$ cat config.mk
export PLATFORM = sky130hd
export DESIGN_NAME = signed_int_to_decimal_ascii_core_flat
export DESIGN_NICKNAME = d
export VERILOG_FILES = /design/src/scid_pkg.sv /design/src/scid_ifs.sv /design/src/scid_ctrl.sv /design/src/scid_dp.sv /design/src/signed_int_to_decimal_ascii_core.sv /design/src/flat_wrapper.sv
export SDC_FILE = /design/constraint.sdc
export NUM_CORES = 1
export LEC_CHECK = 0
export ABC_AREA = 1
export BUFFER_PORTS_ARGS = -buffer_cell sky130_fd_sc_hd__buf_2
export CAP_MARGIN = 20
export CORE_MARGIN = 5
export CORE_UTILIZATION = 45
export DETAILED_ROUTE_END_ITERATION = 6
export PLACE_DENSITY_LB_ADDON = 0.25
export SKIP_CTS_REPAIR_TIMING = 1
export SLEW_MARGIN = 40
export SYNTH_ARGS = -nofsm -noshare
export SYNTH_HDL_FRONTEND = slang
export SYNTH_SLANG_ARGS = --single-unit
$ cat constraint.sdc
create_clock -name clk -period 7 [get_ports clk]
set_clock_uncertainty 0.2 [all_clocks]
set_input_delay 0.35 -clock clk [delete_from_list [all_inputs] [get_ports clk]]
set_output_delay 0.35 -clock clk [all_outputs]
set_load 0.05 [all_outputs]
$ cat src/scid_pkg.sv
package scid_pkg;

  localparam int unsigned VALUE_W     = 32;
  localparam int unsigned CHAR_W      = 8;
  localparam int unsigned DIGIT_W     = 4;
  localparam int unsigned DIGIT_DEPTH = 10;
  localparam int unsigned CNT_W       = 4;

  // floor(x / 10) == (x * RECIP10) >> RECIP_SHIFT for every 32-bit x
  localparam logic [VALUE_W-1:0] RECIP10     = 32'hCCCC_CCCD;
  localparam int unsigned        RECIP_SHIFT = 35;
  localparam int unsigned        QUOT_W      = 2*VALUE_W - RECIP_SHIFT;

  localparam logic [CHAR_W-1:0] CHAR_ZERO  = 8'd48;
  localparam logic [CHAR_W-1:0] CHAR_MINUS = 8'd45;

  typedef struct packed {
    logic load;        // capture magnitude and sign
    logic mul;         // reciprocal multiply into product register
    logic div;         // take quotient, push remainder digit
    logic pop;         // drop top digit after it was sent
    logic sign_phase;  // output shows the minus sign
  } scid_cmd_t;

  typedef struct packed {
    logic q_zero;
    logic neg;
    logic cnt_one;
  } scid_status_t;

endpackage

$ cat src/scid_ifs.sv
interface scid_in_if;
  logic               valid;
  logic               ready;
  logic signed [31:0] value;

  modport source (output valid, output value, input ready);
  modport sink   (input valid, input value, output ready);
endinterface

interface scid_out_if;
  logic       valid;
  logic       ready;
  logic [7:0] char_code;
  logic       last_char;

  modport source (output valid, output char_code, output last_char, input ready);
  modport sink   (input valid, input char_code, input last_char, output ready);
endinterface

$ cat src/scid_ctrl.sv
module scid_ctrl import scid_pkg::*; (
  input  logic         clk,
  input  logic         rst,
  input  logic         in_valid,
  output logic         in_ready,
  output logic         out_valid,
  input  logic         out_ready,
  input  scid_status_t status,
  output scid_cmd_t    cmd
);

  localparam logic [2:0] ST_IDLE = 3'd0;
  localparam logic [2:0] ST_MUL  = 3'd1;
  localparam logic [2:0] ST_DIV  = 3'd2;
  localparam logic [2:0] ST_SIGN = 3'd3;
  localparam logic [2:0] ST_EMIT = 3'd4;

  logic [2:0] state;
  logic [2:0] state_next;

  always_ff @(posedge clk) begin
    if (rst) begin
      state <= ST_IDLE;
    end else begin
      state <= state_next;
    end
  end

  always_comb begin
    state_next = state;
    cmd        = '0;
    in_ready   = 1'b0;
    out_valid  = 1'b0;
    unique case (state)
      ST_IDLE: begin
        in_ready = 1'b1;
        if (in_valid) begin
          cmd.load   = 1'b1;
          state_next = ST_MUL;
        end
      end
      ST_MUL: begin
        cmd.mul    = 1'b1;
        state_next = ST_DIV;
      end
      ST_DIV: begin
        cmd.div = 1'b1;
        if (status.q_zero) begin
          state_next = status.neg ? ST_SIGN : ST_EMIT;
        end else begin
          state_next = ST_MUL;
        end
      end
      ST_SIGN: begin
        out_valid      = 1'b1;
        cmd.sign_phase = 1'b1;
        if (out_ready) begin
          state_next = ST_EMIT;
        end
      end
      ST_EMIT: begin
        out_valid = 1'b1;
        if (out_ready) begin
          cmd.pop = 1'b1;
          if (status.cnt_one) begin
            state_next = ST_IDLE;
          end
        end
      end
      default: begin
        state_next = ST_IDLE;
      end
    endcase
  end

  a_no_overlap: assert property (@(posedge clk) disable iff (rst)
    !(in_ready && out_valid))
    else $error("input and output active together");

  a_sign_then_digit: assert property (@(posedge clk) disable iff (rst)
    (cmd.sign_phase && out_ready) |=> (out_valid && !cmd.sign_phase))
    else $error("minus sign not followed by a digit");

  a_hold_valid: assert property (@(posedge clk) disable iff (rst)
    (out_valid && !out_ready) |=> out_valid)
    else $error("output valid dropped before transaction");

endmodule

$ cat src/scid_dp.sv
module scid_dp import scid_pkg::*; (
  input  logic                 clk,
  input  logic                 rst,
  input  scid_cmd_t            cmd,
  input  logic [VALUE_W-1:0]   value,
  output scid_status_t         status,
  output logic [CHAR_W-1:0]    char_code,
  output logic                 last_char
);

  logic [VALUE_W-1:0]   mag;
  logic                 neg;
  logic [2*VALUE_W-1:0] prod;
  logic [DIGIT_W-1:0]   stack [DIGIT_DEPTH];
  logic [CNT_W-1:0]     cnt;

  logic [QUOT_W-1:0]    quot;
  logic [VALUE_W-1:0]   quot_x10;
  logic [VALUE_W-1:0]   rem_full;
  logic [DIGIT_W-1:0]   digit;

  assign quot     = prod[2*VALUE_W-1:RECIP_SHIFT];
  assign quot_x10 = {quot, 3'b000} + {2'b00, quot, 1'b0};
  assign rem_full = mag - quot_x10;
  assign digit    = rem_full[DIGIT_W-1:0];

  always_ff @(posedge clk) begin
    if (cmd.load) begin
      neg <= value[VALUE_W-1];
      mag <= value[VALUE_W-1] ? (VALUE_W'(0) - value) : value;
    end else if (cmd.div) begin
      mag <= {{(VALUE_W-QUOT_W){1'b0}}, quot};
    end
    if (cmd.mul) begin
      prod <= mag * RECIP10;
    end
  end

  // digit stack: pushed least significant first, so the top is the leading digit
  always_ff @(posedge clk) begin
    if (cmd.div) begin
      stack[0] <= digit;
      for (int i = 1; i < DIGIT_DEPTH; i++) begin
        stack[i] <= stack[i-1];
      end
    end else if (cmd.pop) begin
      for (int i = 0; i < DIGIT_DEPTH - 1; i++) begin
        stack[i] <= stack[i+1];
      end
      stack[DIGIT_DEPTH-1] <= '0;
    end
  end

  always_ff @(posedge clk) begin
    if (rst) begin
      cnt <= '0;
    end else if (cmd.load) begin
      cnt <= '0;
    end else if (cmd.div) begin
      cnt <= cnt + CNT_W'(1);
    end else if (cmd.pop) begin
      cnt <= cnt - CNT_W'(1);
    end
  end

  assign status.q_zero  = (quot == '0);
  assign status.neg     = neg;
  assign status.cnt_one = (cnt == CNT_W'(1));

  assign char_code = cmd.sign_phase ? CHAR_MINUS : (CHAR_ZERO + {4'b0000, stack[0]});
  assign last_char = !cmd.sign_phase && (cnt == CNT_W'(1));

  a_cnt_bound: assert property (@(posedge clk) disable iff (rst)
    cnt <= CNT_W'(DIGIT_DEPTH))
    else $error("digit count overflow");

  a_pop_nonempty: assert property (@(posedge clk) disable iff (rst)
    cmd.pop |-> (cnt != '0))
    else $error("pop from empty digit stack");

  a_digit_range: assert property (@(posedge clk) disable iff (rst)
    cmd.div |-> (rem_full < VALUE_W'(10)))
    else $error("remainder out of range");

endmodule

$ cat src/signed_int_to_decimal_ascii_core.sv
// Each decimal digit takes a reciprocal multiply, then a quotient/remainder step;
//   the first character is offered once the quotient reaches zero.
// Throughput: one character per cycle on the output while dout.ready is high, 1..11 characters per number.
// The next input is taken once the last character of the current number is sent.
// Synchronous active-high reset returns the controller to idle with an empty digit stack.
module signed_int_to_decimal_ascii_core import scid_pkg::*; (
  input  logic       clk,
  input  logic       rst,
  scid_in_if.sink    din,
  scid_out_if.source dout
);

  scid_cmd_t    cmd;
  scid_status_t status;

  scid_ctrl u_ctrl (
    .clk       (clk),
    .rst       (rst),
    .in_valid  (din.valid),
    .in_ready  (din.ready),
    .out_valid (dout.valid),
    .out_ready (dout.ready),
    .status    (status),
    .cmd       (cmd)
  );

  scid_dp u_dp (
    .clk       (clk),
    .rst       (rst),
    .cmd       (cmd),
    .value     (din.value),
    .status    (status),
    .char_code (dout.char_code),
    .last_char (dout.last_char)
  );

endmodule

$ cat src/flat_wrapper.sv
// flat-port wrapper written by rule: the top's interface ports become plain ports
module signed_int_to_decimal_ascii_core_flat import scid_pkg::*;
  (clk, rst, din_valid, din_value, din_ready, dout_valid, dout_char_code, dout_last_char, dout_ready);
  scid_in_if din_i ();
  scid_out_if dout_i ();
  input  logic clk;
  input  logic rst;
  input wire logic [$bits(din_i.valid)-1:0] din_valid;
  input wire logic [$bits(din_i.value)-1:0] din_value;
  output wire logic [$bits(din_i.ready)-1:0] din_ready;
  output wire logic [$bits(dout_i.valid)-1:0] dout_valid;
  output wire logic [$bits(dout_i.char_code)-1:0] dout_char_code;
  output wire logic [$bits(dout_i.last_char)-1:0] dout_last_char;
  input wire logic [$bits(dout_i.ready)-1:0] dout_ready;
  assign din_i.valid = din_valid;
  assign din_i.value = din_value;
  assign din_ready = din_i.ready;
  assign dout_valid = dout_i.valid;
  assign dout_char_code = dout_i.char_code;
  assign dout_last_char = dout_i.last_char;
  assign dout_i.ready = dout_ready;
  signed_int_to_decimal_ascii_core u_core (.clk(clk), .rst(rst), .din(din_i), .dout(dout_i));
endmodule
; ---- After elaboration in Yosys (flattened, before gate mapping)
; Memories as Yosys holds them, arrays and structs flattened.
; Index checks and enable logic that the tools add are counted.
; W data, S select, Z words.
[totals]
mem_count = 1
wordCells = 78
input_bits = 36
reg_bits = 104
mem_bits_rw = 40
[mem_list]
columns = name, depth, width, rd, rd_clocked_by_memory_dff, write_ports, line_no
row1 = u_core.u_dp.stack, 10, 4, 10, 0, 10, scid_dp.sv:14  ; logic [DIGIT_W-1:0] stack [DIGIT_DEPTH];
[op_classes]
eq_ne = 9
n_addsub = 6
n_reduce_logical = 9
n_mux = 37
bitwise = 10
n_mul = 1
[op_table]
columns = op, n
row1 = $mux W32, 3
row2 = $mul A32 B32 Y64 const B, 1
row3 = $mux W4, 12
row4 = $sub A1 B32 Y32 const A, 1
row5 = $logic_not A29 Y1, 1
row6 = $mux W3, 6
row7 = $pmux W3 S5, 1
row8 = $mux W1, 14
row9 = $or A1 B1 Y1, 10
row10 = $add A6 B4 Y7 const A, 1
row11 = $mux W7, 1
row12 = $eq A3 B2 Y1 const B, 2
row13 = $ne A2 B2 Y1 const B, 3
row14 = $add A4 B1 Y4 const B, 1
row15 = $add A4 B4 Y4, 1
row16 = $eq A4 B1 Y1 const B, 1
row17 = $reduce_and A4 Y1, 1
row18 = $reduce_bool A2 Y1, 2
row19 = $reduce_or A2 Y1, 2
row20 = $sub A4 B1 Y4 const B, 1
row21 = $sub A4 B4 Y4, 1
row22 = $eq A3 B1 Y1 const B, 1
row23 = $eq A3 B3 Y1 const B, 1
row24 = $logic_not A3 Y1, 1
row25 = other kinds (3), 3

; ---- Logic depth before layout (Yosys ltp)
; Gate-level depths: netlist (run 1).
[depth]
ltp_word = 6
ltp_mapped = 29
mapped_depth_nobuf = 28

; ---- Hierarchy
; A second synthesis (run 1) with hierarchy kept.
[hier_totals]
cells_unflattened = 2863
hier_area_um2 = 24126.9
[by_module_without_submodules]
columns = mod, seq_area_each_um2, area_per_inst_um2, cells_per_inst, instances
row1 = scid_dp, 3143.0, 23869.1, 2818, 1
row2 = scid_ctrl, 60.1, 257.7, 45, 1

; ---- Worst setup path after synthesis (run 1)
; No wires, ideal clock.
[synth_path]
kind = reg2reg
from = reg u_core.u_dp.mag[20]
to = reg u_core.u_dp.prod[52] (data pin)
stages_incl_launch_ff = 26
setup_ns = 0.252
arrival_ns = 5.760
n_path_buf = 0
slack_ns = 0.788
synth_period_minus_slack_ns = 6.212
cell_sequence = edfxtp_1 > ha_1 > inv_1 > fa_1 > inv_1 > fa_1 > inv_1 > fa_1 > inv_1 > fa_1 > fa_1 > fa_1 > inv_1 > fa_1 > inv_1 > ha_1 > nand2_1 > inv_1 > a21oi_1 > nand2_1 > a21oi_2 > nor2_1 > nor2_1 > nand2_1 > nand2_1 > nand2_1
[synth_between]
elab_chain_len = 1
[synth_rtl]
columns = element, line_no
row1 = from (decl), scid_dp.sv:11  ; logic [VALUE_W-1:0] mag;
row2 = from (signal assigned), scid_dp.sv:30  ; mag <= value[VALUE_W-1] ? (VALUE_W'(0) - value) : value;
row3 = from (signal assigned), scid_dp.sv:32  ; mag <= {{(VALUE_W-QUOT_W){1'b0}}, quot};
row4 = $mul A32 B32 Y64, scid_dp.sv:35  ; prod <= mag * RECIP10;
row5 = to (signal assigned), scid_dp.sv:35
row6 = to (decl), scid_dp.sv:13  ; logic [2*VALUE_W-1:0] prod;
; Every way passes these cells.
; A chain may end at the register's enable or synchronous reset.

; ---- Worst setup path after layout (run 1)
[layout_path]
from = reg u_core.u_dp.mag[8]
to = reg u_core.u_dp.prod[44] (data pin)
; Same word-level chain as after synthesis.

==> results of run 1 <==
## cell type report
class / instances / share of cell area
well taps: 696 / 0.0326
clock inverters: 7 / 0.00291
inverters: 791 / 0.111
repair buffers: 185 / 0.0481
multi-input cells: 1970 / 0.677
clock buffers: 9 / 0.00844
flip-flops and latches: 109 / 0.120
## worst max-delay path, stage by stage, from the launching register on
cell,delay [ns]
edfxtp_1,0.60
ha_1,0.40
buf_4,0.21
xnor2_4,0.25
o21ai_0,0.17
fa_1,0.57
inv_1,0.07
fa_1,0.50
fa_1,0.55
inv_1,0.05
fa_1,0.46
fa_1,0.55
fa_1,0.45
ha_1,0.34
nand2_2,0.13
nor2_4,0.15
nand2_1,0.15
nor4_1,0.21
nand2_1,0.11
nand2_2,0.15
nand2_1,0.09
nand3_1,0.08
nand2_1,0.10
## Yosys cell counts (all sizes together), types with 3 or more instances
cell / n / area, um^2
inv: 789 / 2960
nand2: 608 / 2300
fa: 387 / 7750
ha: 354 / 4430
nor2: 181 / 769
edfxtp: 102 / 3060
nand3: 99 / 505
a21oi: 93 / 469
o21ai: 85 / 425
xor2: 56 / 490
nor3: 25 / 181
nand4: 19 / 119
o21bai: 17 / 128
buf: 14 / 78.8
xnor2: 13 / 114
clkbuf: 10 / 37.5
dfxtp: 7 / 140
a21o: 6 / 45.0
nor4: 4 / 37.5
and2: 3 / 18.8
nand3b: 3 / 22.5
o211ai: 3 / 22.5
## state kept, by name (all words and copies together) (netlist names)
register and flops:
u_core.u_dp.stack 40, u_core.u_dp.mag 32, u_core.u_dp.prod 29, u_core.u_dp.cnt 4, u_core.u_ctrl.state 3, u_core.u_dp.neg 1
## worst max path at each step
| stage | from | depth (start not counted) | endpoint |
|---|---|---|---|
| after floorplan | u_core.u_dp.mag[20]$_DFFE_PP_ | 25 | u_core.u_dp.prod[52]$_DFFE_PP_ |
| after global placement | u_core.u_dp.mag[8]$_DFFE_PP_ | 22 | u_core.u_dp.prod[44]$_DFFE_PP_ |
| after detailed placement | u_core.u_dp.mag[8]$_DFFE_PP_ | 22 | u_core.u_dp.prod[44]$_DFFE_PP_ |
| after CTS | u_core.u_dp.mag[8]$_DFFE_PP_ | 22 | u_core.u_dp.prod[44]$_DFFE_PP_ |
| after global routing | u_core.u_dp.mag[8]$_DFFE_PP_ | 23 | u_core.u_dp.prod[44]$_DFFE_PP_ |
| final | u_core.u_dp.mag[8]$_DFFE_PP_ | 22 | u_core.u_dp.prod[44]$_DFFE_PP_ |
## logic make-up after synthesis
group,count (synthesis),synth area share
adder cells (fa/ha/maj),741,0.503
flip-flops,109,0.132
other,2,0.000310
AO/OA/AOI/OAI,212,0.0474
buffers and inverters,815,0.127
AND/OR/NAND/NOR,945,0.164
XOR/XNOR,69,0.0250
## metal layers
metal,wire (um),vias to the layer above
met5,0,-
met4,4050,0
met3,5150,150
met2,35900,680
met1,34400,9381
li1,-,9111
## metrics by stage
step                      cell area (um^2)  setup TNS (ns)  hold WS, ns
final                                26700               0       0.0593
after global routing                 26700          -0.189       0.0617
after CTS                            26400          -0.551       -0.118
after detailed placement             26100          -0.375        0.308
after global placement               26100          -0.583        0.299
after floorplan                      24200               0        0.219
==> out/metrics.csv, run 1 <==
metric,value,unit
io_buffers,43,
syn_area,24200,um^2
viasPerCell,5.13,
violations,design-rule violations,
max_cap_violations,0,
synth_seq_cells,109,
drt_iter0_markers,1579,
clockBufferDepth,2,
ios,47,
mostFrequentLayoutCell,inv_1,
period_share,0.980,
required,6.93,ns
core_area,53600,um^2
critPathArrivalTime,6.79,ns
slew_headroom,0.479,
die_area,58500,um^2
cts_root_buf,clkbuf_16,
wl,79.4,mm
start_util,0.452,
gp_congestion,1.01,
syn_avg_cell_area,8.37,um^2
syn_inst,2893,
dp.cells,3725,
ant_nets,0,
synthFlopType,edfxtp_1,
synth_edf_count,102,
ys_warn_count,0,
min_from,dout_ready,
hold_depth,4,
grt_pass1_wl,121,mm
preCtsSetupSlack,-0.218,ns
finalMaxSlewViolations,0,
path_max_fanout,7,
hp-class,input port to flop,
drt_first_pass_iters,7,
area_growth,10.3,%
met1_usage,0.376,
worst-slew-pin-transition,0.773,ns
std_cell_rows,85,
worstRegToRegCells,22,
fin_util,0.498,
vias,19300,
finalSetupViolCount,0,
grt_overflow,0,
numClockSinks,109,
cts_max_level,3,
numCtsBuffers,9,
r2r-start,u_core.u_dp.mag[8]$_DFFE_PP_,
regArea,3200,um^2
fp.dieW,242,um
wl_per_cell,21.1,um
grt_setup_unrepaired,yes,
clock_latency,0.43,ns
grt-busiest-layer,met2,
layout_setup_ws,0.143,ns
rr_endpoint,u_core.u_dp.prod[44]$_DFFE_PP_,
die_h,242,um
hold_viol,0,
synth_cell_types,44,
final_cell_mix,"773 x inv_1, 596 x nand2_1, 387 x fa_1",
ys_seq_area_frac,0.132,
fill_cells,5306,
met2_usage,0.440,
drc,2,
multiInputGateArea,18100,um^2
use_met3,0.0381,
timing.final.crit_period,6.86,ns
min_to,u_core.u_ctrl.state[0]$_SDFFE_PP0P_,
endpoint_kind,flop,
grt_max_degree,48,
fin_nets,3843,
grt_pass1_vias,20100,
grt.total_usage,0.273,
r2r_slack,0.14,ns
drive_gt1_frac,0.0987,
clk_pin_slew,0.11,ns
cp-start-kind,flop,
antenna_found_initial,0,
tritoncts,yes,
outcome,finished with violations,
critPathKind,flop to flop,
fmax,146,MHz
diodes,0,
dpl.hpwl,70.7,mm
synthArstFlopShare,0,
stdcell_count,3767,
Power of run 1 is not shown: default switching activity piles up to over one toggle a cycle in this logic, so the estimate is an artifact.
==> run 2: changes to the inputs <==
PLACE_DENSITY_LB_ADDON = 0.1   (was 0.25)
SLEW_MARGIN = 20   (was 40)
==> out/metrics.csv, run 2 (synthesis gave the netlist of run 1 again) <==
metric,value,unit,change
max_stage_delay,0.62,ns,+0.02 ns
grt_max_degree,48,,unchanged
wl,81.3,mm,+2.3%
critPathArrivalTime,6.74,ns,-0.05 ns
startpoint,u_core.u_dp.mag[26]$_DFFE_PP_,,
slew_headroom,0.0702,,-0.409
vias,19200,,-0.77%
drt_iter0_markers,1415,,-10%
core_area,53600,um^2,unchanged
crit_path_cell_trace,ha_1 > inv_1 > fa_1 > inv_1 > fa_1 > fa_1 > fa_1 > fa_1 > fa_1 > ha_1 > ha_1 > a21oi_1 > o21ai_0 > buf_4 > a21oi_1 > nand2_1 > a21oi_1 > nand2_1 > nand2_1 > nand2_1,,
tritoncts,yes,,
io_buffers,43,,unchanged
grt.total_usage,0.280,,+0.00743
final_area,26700,um^2,+0.19%
worstRegToRegCells,20,,-9.1%
fin_nets,3853,,+0.26%
period_share,0.968,,-0.0120
final_cell_mix,"772 x inv_1, 601 x nand2_1, 387 x fa_1",,
fp.dieW,242,um,unchanged
regMostFlops,u_core.u_dp.stack,,
critical_path.most_common_cell,fa_1,,
viasPerCell,5.08,,-1.1%
ant_nets,0,,unchanged
mostFrequentLayoutCell,inv_1,,
start_util,0.452,,unchanged
dp.cells,3737,,+0.32%
cts_max_level,3,,unchanged
hold_slack,0.0928,ns,+0.0336 ns
fmax,148,MHz,+1.2%
dpl.hpwl,72.7,mm,+2.9%
r2r-start,u_core.u_dp.mag[26]$_DFFE_PP_,,
antenna_found_initial,2,,+2
finalMaxSlewViolations,0,,unchanged
outcome,finished clean,,
die_area,58500,um^2,unchanged
ios,47,,unchanged
clk_pin_slew,0.10,ns,about the same
fill_cells,5289,,-0.32%
endpoint_kind,flop,,
endpoint,u_core.u_dp.prod[62]$_DFFE_PP_,,
hold_viol,0,,unchanged
drc,0,,-2
rr_endpoint,u_core.u_dp.prod[62]$_DFFE_PP_,,
grt_overflow,0,,unchanged
reg.largest.list,"u_core.u_dp.stack: 40 flops, u_core.u_dp.mag: 32 flops, u_core.u_dp.prod: 29 flops",,
clock_latency,0.42,ns,about the same
cp-start-kind,flop,,
drive_gt1_frac,0.0987,,about the same
grt_pass1_wl,123,mm,+2.1%
stdcell_count,3778,,+0.29%
drt_first_pass_iters,5,,-2
std_cell_rows,85,,unchanged
clockBufferDepth,2,,unchanged
largest_reg_flops,40,,unchanged
critical_path_buf_inv_count,3,,unchanged
numClockSinks,109,,unchanged
timing.final.crit_period,6.77,ns,-0.0841 ns
cts_root_buf,clkbuf_16,,
cpLargestDelayFamily,adder cells,,
r2r_slack,0.23,ns,+0.08 ns
gp_congestion,0.975,,-3.1%
numCtsBuffers,9,,unchanged
hp-class,input port to flop,,
required,6.97,ns,+0.04 ns
path_depth,20,,-9.1%
die_h,242,um,unchanged
slowest_stage,edfxtp_1,,
placed_cell_area,26100,um^2,+0.35%
critPathKind,flop to flop,,
fin_util,0.499,,+0.000957
path_max_fanout,5,,-2
finalSetupViolCount,0,,unchanged
area_growth,10.5,%,
max_cap_violations,0,,unchanged
wl_per_cell,21.5,um,+2.0%
worst-slew-pin-transition,1.38,ns,+0.607 ns
grt_pass1_vias,19800,,-1.7%
run 2: metrics by stage:
| stage | TNS (ns) | setup WS, ns |
|---|---|---|
| global placement | 0 | 0.0631 |
| CTS | 0 | 0.0635 |
| global route | -0.0420 | -0.0366 |
| detailed placement | 0 | 0.101 |
| finish | 0 | 0.227 |
| floorplan | 0 | 0.788 |
run 2: worst reg2reg max path, stage by stage, from the launching register on:
cell and delay [ns]:
edfxtp_1 0.62, ha_1 0.53, inv_1 0.09, fa_1 0.51
inv_1 0.06, fa_1 0.48, fa_1 0.53, fa_1 0.60
fa_1 0.44, fa_1 0.61, ha_1 0.27, ha_1 0.36
a21oi_1 0.19, o21ai_0 0.19, buf_4 0.19, a21oi_1 0.14
nand2_1 0.10, a21oi_1 0.22, nand2_1 0.09, nand2_1 0.06
nand2_1 0.06
run 2: cell type report:
class	instances	area (um^2)	area share
Tap cell	696	871	0.0326
Clock buffer	9	225	0.00842
Clock inverter	7	93.8	0.00351
Inverter	791	2970	0.111
Multi-Input combinational cell	1970	18000	0.674
Timing Repair Buffer	195	1360	0.0508
Sequential cell	109	3200	0.120
Antenna cell	1	2.50	0.0000936
run 2: worst min path at each step:
stage | slack, ns | to | from | depth (start not counted)
detailed placement | 0.30 | u_core.u_dp.cnt[3]$_SDFFE_PP0P_ | u_core.u_dp.cnt[3]$_SDFFE_PP0P_ | 2
finish | 0.09 | u_core.u_dp.mag[0]$_DFFE_PP_ | din_value[0] | 3
global route | 0.1 | u_core.u_dp.mag[0]$_DFFE_PP_ | din_value[0] | 3
CTS | -0.09 | u_core.u_ctrl.state[0]$_SDFFE_PP0P_ | rst | 2
global placement | 0.30 | u_core.u_dp.cnt[0]$_SDFFE_PP0P_ | u_core.u_dp.cnt[0]$_SDFFE_PP0P_ | 2
floorplan | 0.22 | u_core.u_ctrl.state[0]$_SDFFE_PP0P_ | rst | 1
run 2: layer usage:
layer	share of wire	track usage	vias to the layer above
met5	0.00016	0	-
met4	0.030	0.0713	2
met1	0.45	0.392	9415
met3	0.047	0.0342	96
met2	0.47	0.468	525
li1	-	-	9136
Power of run 2 is left out for the same reason.
